$ cat config.mk
export PLATFORM = sky130hd
export DESIGN_NAME = twf_div
export DESIGN_NICKNAME = d
export VERILOG_FILES = /design/src/rtl/twf_pkg.sv /design/src/rtl/twf_div.sv
export SDC_FILE = /design/constraint.sdc
export NUM_CORES = 1
export LEC_CHECK = 0
export ABC_AREA = 0
export BUFFER_PORTS_ARGS = -buffer_cell sky130_fd_sc_hd__buf_2
export CAP_MARGIN = 20
export CORE_UTILIZATION = 55
export DETAILED_ROUTE_END_ITERATION = 6
export HOLD_SLACK_MARGIN = 0.03
export PLACE_DENSITY = 0.85
export SYNTH_ARGS = -nofsm -noshare
export SYNTH_HDL_FRONTEND = slang
export SYNTH_SLANG_ARGS = --single-unit
$ cat constraint.sdc
create_clock -name clk -period 3.9 [get_ports clk]
set_input_delay 0.195 -clock clk [delete_from_list [all_inputs] [get_ports clk]]
set_output_delay 0.195 -clock clk [all_outputs]
set_load 0.02 [all_outputs]
$ cat src/rtl/twf_pkg.sv
// Shared types and constants for the traveling-wave force accumulator.
package twf_pkg;

	localparam int SUM_COUNT = 12;

	localparam logic [1:0] CMD_ATOM = 2'd0;
	localparam logic [1:0] CMD_STEP = 2'd1;
	localparam logic [1:0] CMD_READ = 2'd2;

	localparam logic [2:0] REG_AMP_X   = 3'd0;
	localparam logic [2:0] REG_AMP_Y   = 3'd1;
	localparam logic [2:0] REG_AMP_Z   = 3'd2;
	localparam logic [2:0] REG_WAVES_X = 3'd3;
	localparam logic [2:0] REG_WAVES_Y = 3'd4;
	localparam logic [2:0] REG_IBOX_X  = 3'd5;
	localparam logic [2:0] REG_IBOX_Y  = 3'd6;
	localparam logic [2:0] REG_FREQ_DT = 3'd7;

	localparam logic [30:0] Q30_ONE = 31'h4000_0000;
	localparam logic [31:0] PI_Q30  = 32'd3373259426;

	// exact reciprocal multipliers for dividends below 2^31
	localparam int SH_42 = 37;
	localparam int SH_20 = 36;
	localparam int SH_6  = 34;
	localparam int SH_56 = 37;
	localparam int SH_30 = 36;
	localparam int SH_12 = 35;
	localparam logic [31:0] M_42 = 32'(((64'd1 << SH_42) + 64'd41) / 64'd42);
	localparam logic [31:0] M_20 = 32'(((64'd1 << SH_20) + 64'd19) / 64'd20);
	localparam logic [31:0] M_6  = 32'(((64'd1 << SH_6) + 64'd5) / 64'd6);
	localparam logic [31:0] M_56 = 32'(((64'd1 << SH_56) + 64'd55) / 64'd56);
	localparam logic [31:0] M_30 = 32'(((64'd1 << SH_30) + 64'd29) / 64'd30);
	localparam logic [31:0] M_12 = 32'(((64'd1 << SH_12) + 64'd11) / 64'd12);

	typedef struct packed {
		logic        start;
		logic [63:0] dividend;
		logic [31:0] divisor;
	} div_req_t;

	typedef struct packed {
		logic        done;
		logic [63:0] quotient;
	} div_rsp_t;

endpackage

$ cat src/rtl/twf_div.sv
// Bit-serial restoring divider, 64-bit dividend by 32-bit divisor.
module twf_div (
	input  logic              clk,
	input  logic              arst_n,
	input  twf_pkg::div_req_t req,
	output twf_pkg::div_rsp_t rsp
);
	import twf_pkg::*;

	logic        busy_q;
	logic        done_q;
	logic [5:0]  cnt_q;
	logic [31:0] rem_q;
	logic [63:0] quo_q;
	logic [31:0] den_q;
	logic [32:0] sh;
	logic        fits;

	assign sh   = {rem_q, quo_q[63]};
	assign fits = sh >= {1'b0, den_q};

	always_ff @(posedge clk or negedge arst_n) begin
		if (!arst_n) begin
			busy_q <= 1'b0;
			done_q <= 1'b0;
			cnt_q  <= '0;
		end else begin
			done_q <= 1'b0;
			if (req.start) begin
				busy_q <= 1'b1;
				cnt_q  <= '0;
			end else if (busy_q) begin
				cnt_q <= cnt_q + 6'd1;
				if (cnt_q == 6'd63) begin
					busy_q <= 1'b0;
					done_q <= 1'b1;
				end
			end
		end
	end

	always_ff @(posedge clk) begin
		if (req.start) begin
			rem_q <= '0;
			quo_q <= req.dividend;
			den_q <= req.divisor;
		end else if (busy_q) begin
			rem_q <= fits ? 32'(sh - {1'b0, den_q}) : sh[31:0];
			quo_q <= {quo_q[62:0], fits};
		end
	end

	assign rsp.done     = done_q;
	assign rsp.quotient = quo_q;

endmodule

==> results of run 1 <==
kinds of logic (layout without fill, tap and decap cells):
logic type,after synthesis,count (layout),share of synthesized area (%)
AOI/OAI and AO/OA,139,139,13.4
xor gates and xnor gates,32,32,3.81
adders and majority gates,34,34,5.89
buffers and inverters,74,279,4.34
DFF,136,136,50.6
muxes,91,91,13.5
other,0,1,0
and+or+nand+nor,137,137,8.42
layer usage:
layer / GRT usage (%) / up-vias / part of all wire (%)
li1: - / 2749 / -
met1: 30.6 / 2784 / 39
met2: 47.3 / 234 / 50
met3: 8.33 / 44 / 7.3
met4: 11.9 / 0 / 3.1
met5: 0 / - / 0
power groups by stage:
stage	sequential, W	combinational (W)	clock, W
3_5_place_dp	0.00200	0.00207	0
2_1_floorplan	0.00206	0.00157	0
5_1_grt	0.00201	0.00236	0.00183
4_1_cts	0.00197	0.00212	0.00177
6_report	0.00198	0.00216	0.00175
3_3_place_gp	0.00198	0.00202	0
sequential cells by signal, indices dropped and copies added (netlist names):
name	cells
cnt_q	6
quo_q	64
den_q	32
rem_q	32
busy_q	1
done_q	1
timing repair:
action,CTS,global route
endpoints found under the hold margin,40,0
hold buffers,33,0
resized for setup,0,0
buffers inserted,0,0
layout make-up:
cell class	count	area [um^2]
diodes	1	2.50
clock buffers	17	425
clock inverters	15	213
fillers	870	3570
inverters	43	161
multi-input cells	433	3310
flip-flops and latches	136	3720
well taps	172	215
repair buffers	204	1210
metrics by stage:
stage	power, W	std cells	setup WS, ns	instance area [um^2]
final	0.00589	1021	0.361	9260
after global routing	0.00620	1021	0.154	9260
after CTS	0.00586	1020	0.453	9260
after detailed placement	0.00407	955	0.551	8290
after global placement	0.00401	955	0.647	8290
after floorplan	0.00363	643	0.965	7350
synth_stat cells (4+ instances only):
cell type and number:
a211oi_1 19, a21o_1 17, a21oi_1 28, a31oi_1 10, and2_1 5, and3_1 5
clkbuf_1 22, dfrtp_1 8, dfxtp_1 32, edfxtp_1 96, ha_1 33, inv_1 43
mux2_2 65, mux2i_1 26, nand2_1 44, nand2b_1 5, nand3_1 10, nand4_1 6
nor2_1 46, nor3_1 5, nor4_1 4, o211ai_1 5, o21ai_0 18, o21ai_1 7
o21bai_1 4, xnor2_1 15, xor2_1 17
critical path: stages (launching register included):
cell       delay (ns)
edfxtp_1         0.35
inv_1            0.05
ha_1             0.39
nand3_1          0.16
o21bai_4         0.21
a21boi_2         0.21
o311ai_2         0.15
a31o_4           0.29
o2bb2ai_2        0.16
o211ai_4         0.69
buf_4            0.34
mux2i_1          0.10
a211oi_1         0.32
worst paths after layout:
check                       endpoint  slack (ns)  cells past startpoint
max reg2reg                 rem_q[4]        0.36                     12
min in group asynchronous     done_q        0.15                      2
max                         rem_q[4]        0.36                     12
min                        quo_q[58]        0.07                      2
min reg2reg                rem_q[31]        0.45                      2
max in group asynchronous   cnt_q[5]        3.59                      2
==> qor.csv, run 1 <==
metric,value,unit
crit_path_start,den_q[3],
grt_overflow_total,0,
cts.sinks,136,
worst_pin_slew,0.863,ns
tritoncts,yes,
final_cell_mix,"buf_2 (162), edfxtp_1 (96), mux2_2 (65)",
yosys.area.top_type,edfxtp_1,
area_growth,25.9,%
yosysSeqAreaShare,50.6,%
initial_core_util,57.3,%
drc,0,
p_sw_share,34.9,%
crit_type,reg2reg,
max-vdd-ir-drop,0.475,mV
async_flop_share,5.88,%
layout-drive-gt1-share,32.8,%
yosysWarnings,0,
switchingPower,0.00206,W
dieHeight,118,um
final_common_cell,buf_2,
routed_wl,18500,um
via_count,5811,
cp_max_fo,22,
grt_usage,27.2,%
combPwrFrac,36.7,%
fin_crit_sh,90.7,%
dp_hpwl,12300,um
avgViaCountPerCell,5.69,
cts_root_buf,clkbuf_16,
synth_top_area_share,39.2,%
r2r-start,den_q[3],
setup_viol,0,
final_nets,968,
die-area,13800,um^2
core_area,12800,um^2
cts_buffers,17,
cap_violations,0,
num_rows,41,
grt_pass1_vias,6061,
yosys_register_bits,136,
detail_route.wl_per_cell,18.2,um
hold_path.class,in2reg,
ioPinCount,164,
port_buffers,163,
h-tree-depth,4,
crit_arrival,3.85,ns
netlist_area,7350,um^2
postSynthNetCount,776,
fin_worst_skew,0.00961,ns
p_seq_share,33.6,%
outcome,completed,
p_leak,4.05,nW
antenna_found_initial,1,
ys.flop_type,edfxtp_1,
fmax,0.283,GHz
ys_top_cells_by_area,"edfxtp_1 (39%), mux2_2 (10%), dfxtp_1 (8.7%)",
required,4.21,ns
firstDrtPassIters,5,
rsz0062_at_grt,false,
finalSetupTns,0,ns
fin_util,72.2,%
pwr-share-clk,29.7,%
place.gp.congestion,0.938,
cp-start-kind,flop,
holdWs,0.0674,ns
slew_headroom,41.9,%
cp-end-kind,flop,
drtIter0Drc,321,
p_per_area,637,nW/um^2
p_int,0.00384,W
min_from,req[90],
period_needed,3.54,ns
clkSlewWorstSetupHoldPaths,0.07,ns
synthCells,643,
grt_max_degree,57,
clkLatencyLatePin,0.42,ns
drv_slew,0,
synth_edf_count,96,
grt_first_pass_wirelength,29600,um
hold_violations,0,
die_w,118,um
syn_avg_cell_area,11.4,um^2
antenna_left,0,
clockBufferDepth,2,
yosysUniqueCellTypes,60,
Note: power is estimated with default switching activity, not from simulation.
==> inputs of run 2 (changes only) <==
--- a/config.mk
+++ b/config.mk
@@ -11,7 +11,7 @@
 export CORE_UTILIZATION = 55
 export DETAILED_ROUTE_END_ITERATION = 6
 export HOLD_SLACK_MARGIN = 0.03
-export PLACE_DENSITY = 0.85
+export PLACE_DENSITY = 0.81
 export SYNTH_ARGS = -nofsm -noshare
 export SYNTH_HDL_FRONTEND = slang
 export SYNTH_SLANG_ARGS = --single-unit
==> constraint.sdc (replaced) <==
create_clock -name clk -period 3.9 [get_ports clk]
set_input_delay 0.585 -clock clk [delete_from_list [all_inputs] [get_ports clk]]
set_output_delay 0.585 -clock clk [all_outputs]
set_load 0.02 [all_outputs]
==> run 2 against run 1 <==
  * Non-clock buffer count shrank 35
  * Sequential share of layout area is 1.5 points higher
  * Critical path depth unchanged
  * Largest power group unchanged
==> qor.csv, run 2 (synthesis gave the netlist of run 1 again) <==
metric,value,unit,change
fin_crit_sh,85.5,%,-5.2 points
fillCellCount,955,,+9.8%
initial_core_util,57.3,%,unchanged
drc,0,,unchanged
post_cts_buffers,0,,unchanged
cp_max_fo,22,,unchanged
drv_slew,0,,unchanged
p_leak,3.91,nW,-3.4%
p_per_area,657,nW/um^2,+3.2%
required,4.18,ns,-0.03 ns
period_needed,3.33,ns,-0.204 ns
grt_overflow_total,0,,unchanged
firstDrtPassIters,5,,unchanged
ff_latch_area,3720,um^2,unchanged
core_area,12800,um^2,unchanged
max-vdd-ir-drop,0.382,mV,-20%
antenna_left,0,,unchanged
final_cell_mix,"buf_2 (162), edfxtp_1 (96), mux2_2 (65)",,
clkLatencyLatePin,0.43,ns,about the same
die_w,118,um,unchanged
grt_max_degree,92,,+61%
multi_input_area,3310,um^2,unchanged
finalSetupTns,0,ns,unchanged
final_common_cell,buf_2,,
top_register,quo_q,,
top_usage_layer,met2,,
worstHoldPathCells,1,,-1
hold_path.class,in2reg,,
ioPinCount,164,,unchanged
use_met1,29.6,%,-1.1 points
worst_pin_slew,0.813,ns,-0.0504 ns
rsz0062_at_grt,false,,
cp.buffers_inverters,2,,unchanged
detail_route.wl_per_cell,17.4,um,-4.4%
cts.sinks,136,,unchanged
switchingPower,0.00200,W,-3.0%
clkSlewWorstSetupHoldPaths,0.06,ns,about the same
slew_headroom,45.5,%,+3.6 points
combPwrFrac,36.6,%,about the same
clockBufferDepth,2,,unchanged
worst-path-stages,12,,unchanged
die-area,13800,um^2,unchanged
cts_root_buf,clkbuf_16,,
antenna_found_initial,0,,-1
pwr-share-clk,29.7,%,about the same
port_buffers,163,,unchanged
drtIter0Drc,360,,+12%
p_int,0.00387,W,+0.97%
num_rows,41,,unchanged
cp-start-kind,flop,,
layout-drive-gt1-share,33.4,%,+0.59 points
grt_pass1_vias,5811,,-4.1%
avgViaCountPerCell,5.75,,+0.96%
hold_violations,0,,unchanged
area_growth,21.5,%,
p_sw_share,34.0,%,-0.92 points
via_count,5654,,-2.7%
met2_usage,42.7,%,-4.6 points
h-tree-depth,4,,unchanged
power,0.00587,W,-0.43%
cts_buffers,17,,unchanged
cp-end-kind,flop,,
cpLargestDelayFamily,compound AO/OA/AOI/OAI gates,,
use_met3,7.56,%,-0.78 points
fin_worst_skew,0.00692,ns,-0.00269 ns
top_regs,"quo_q: 64 flops, den_q: 32 flops, rem_q: 32 flops",,
crit_type,reg2reg,,
outcome,completed,,
grt_usage,25.2,%,-1.9 points
slowest_stage,o211ai_4,,
tritoncts,yes,,
final_nets,933,,-3.6%
setup_viol,0,,unchanged
worst_r2r_path_depth,12,,unchanged
path_cells,"inv_1, ha_1, nor2b_1, o21bai_4, a21boi_2, o311ai_2, a31o_4, o2bb2ai_2, o211ai_4, buf_12, mux2i_1, a211oi_1",,
largest_register_ff_count,64,,unchanged
slowest_delay,0.68,ns,about the same
p_seq_share,33.6,%,about the same
routed_wl,17100,um,-7.9%
cap_violations,0,,unchanged
antenna_cells,0,,-1
place.gp.congestion,0.923,,-1.6%
dieHeight,118,um,unchanged
fmax,0.300,GHz,+6.1%
grt_first_pass_wirelength,27700,um,-6.3%
crit_arrival,3.62,ns,-0.23 ns
dp_hpwl,12000,um,-2.4%
==> run 2: changes by cell type in the layout (fill, tap and decap cells not counted), sizes merged <==
| cell | change |
|---|---|
| bufinv | +1 |
| buf | -3 |
| clkinv | +2 |
| diode | -1 |
| clkinvlp | -2 |
| inv | -4 |
| clkbuf | +2 |
| dlygate4sd3 | -32 |
==> run 2: final cells by class <==
type / instances / share of cell area (%)
sequential: 136 / 41.7
clock buffer: 19 / 4.85
clock inverter: 12 / 2.23
inverter: 43 / 1.81
timing repair buffer: 169 / 9.97
multi-input combinational: 433 / 37.0
tap: 172 / 2.41
==> run 2: worst reg2reg max path, delay by kind of cell (launching register included) <==
kind	cells	cell delay, ns
AO/OA/AOI/OAI	7	1.69
flip-flops	1	0.37
buffers and inverters	2	0.33
adder cells (fa/ha/maj)	1	0.28
AND/OR/NAND/NOR	1	0.27
multiplexers	1	0.25
==> run 2: path summary, 6_finish.rpt <==
| kind | end | slack, ns | start |
|---|---|---|---|
| worst min-delay path | den_q[29] | 0.33 | req[29] |
| min in group asynchronous | cnt_q[0] | 0.56 | arst_n |
| max in group asynchronous | cnt_q[2] | 3.17 | arst_n |
| worst max-delay path | rem_q[18] | 0.57 | den_q[1] |
| worst min register to register | rem_q[31] | 0.45 | rem_q[31] |
| worst max register to register | rem_q[18] | 0.57 | den_q[1] |
==> run 2: per-layer routing <==
layer	vias to the layer above	wire length (um)
li1	2683	-
met1	2704	6990
met2	225	8510
met3	42	1160
met4	0	420
met5	-	0
==> run 2: power by group through the flow <==
stage,clock network [W],logic (W),registers (W)
after CTS,0.00176,0.00213,0.00197
after global placement,0,0.00204,0.00198
after floorplan,0,0.00157,0.00206
after global routing,0.00182,0.00234,0.00201
after detailed placement,0,0.00210,0.00199
final,0.00174,0.00215,0.00197
==> run 2: repair_timing <==
item | CTS | global route
hold endpoints to repair | 8 | 0
hold buffers | 1 | 0
resized for setup | 0 | 0
==> run 2: through the flow <==
stage               setup WS (ns)  utilization [%]  area (um^2)  hold WS (ns)  instances
finish                      0.565             69.6         8930         0.332        984
global route                0.364             69.6         8930         0.320        984
detailed placement          0.577             64.6         8290         0.433        952
CTS                         0.555             69.6         8930         0.322        984
floorplan                   0.965                -         7350         0.289        643
global placement            0.751             64.6         8290         0.428        952
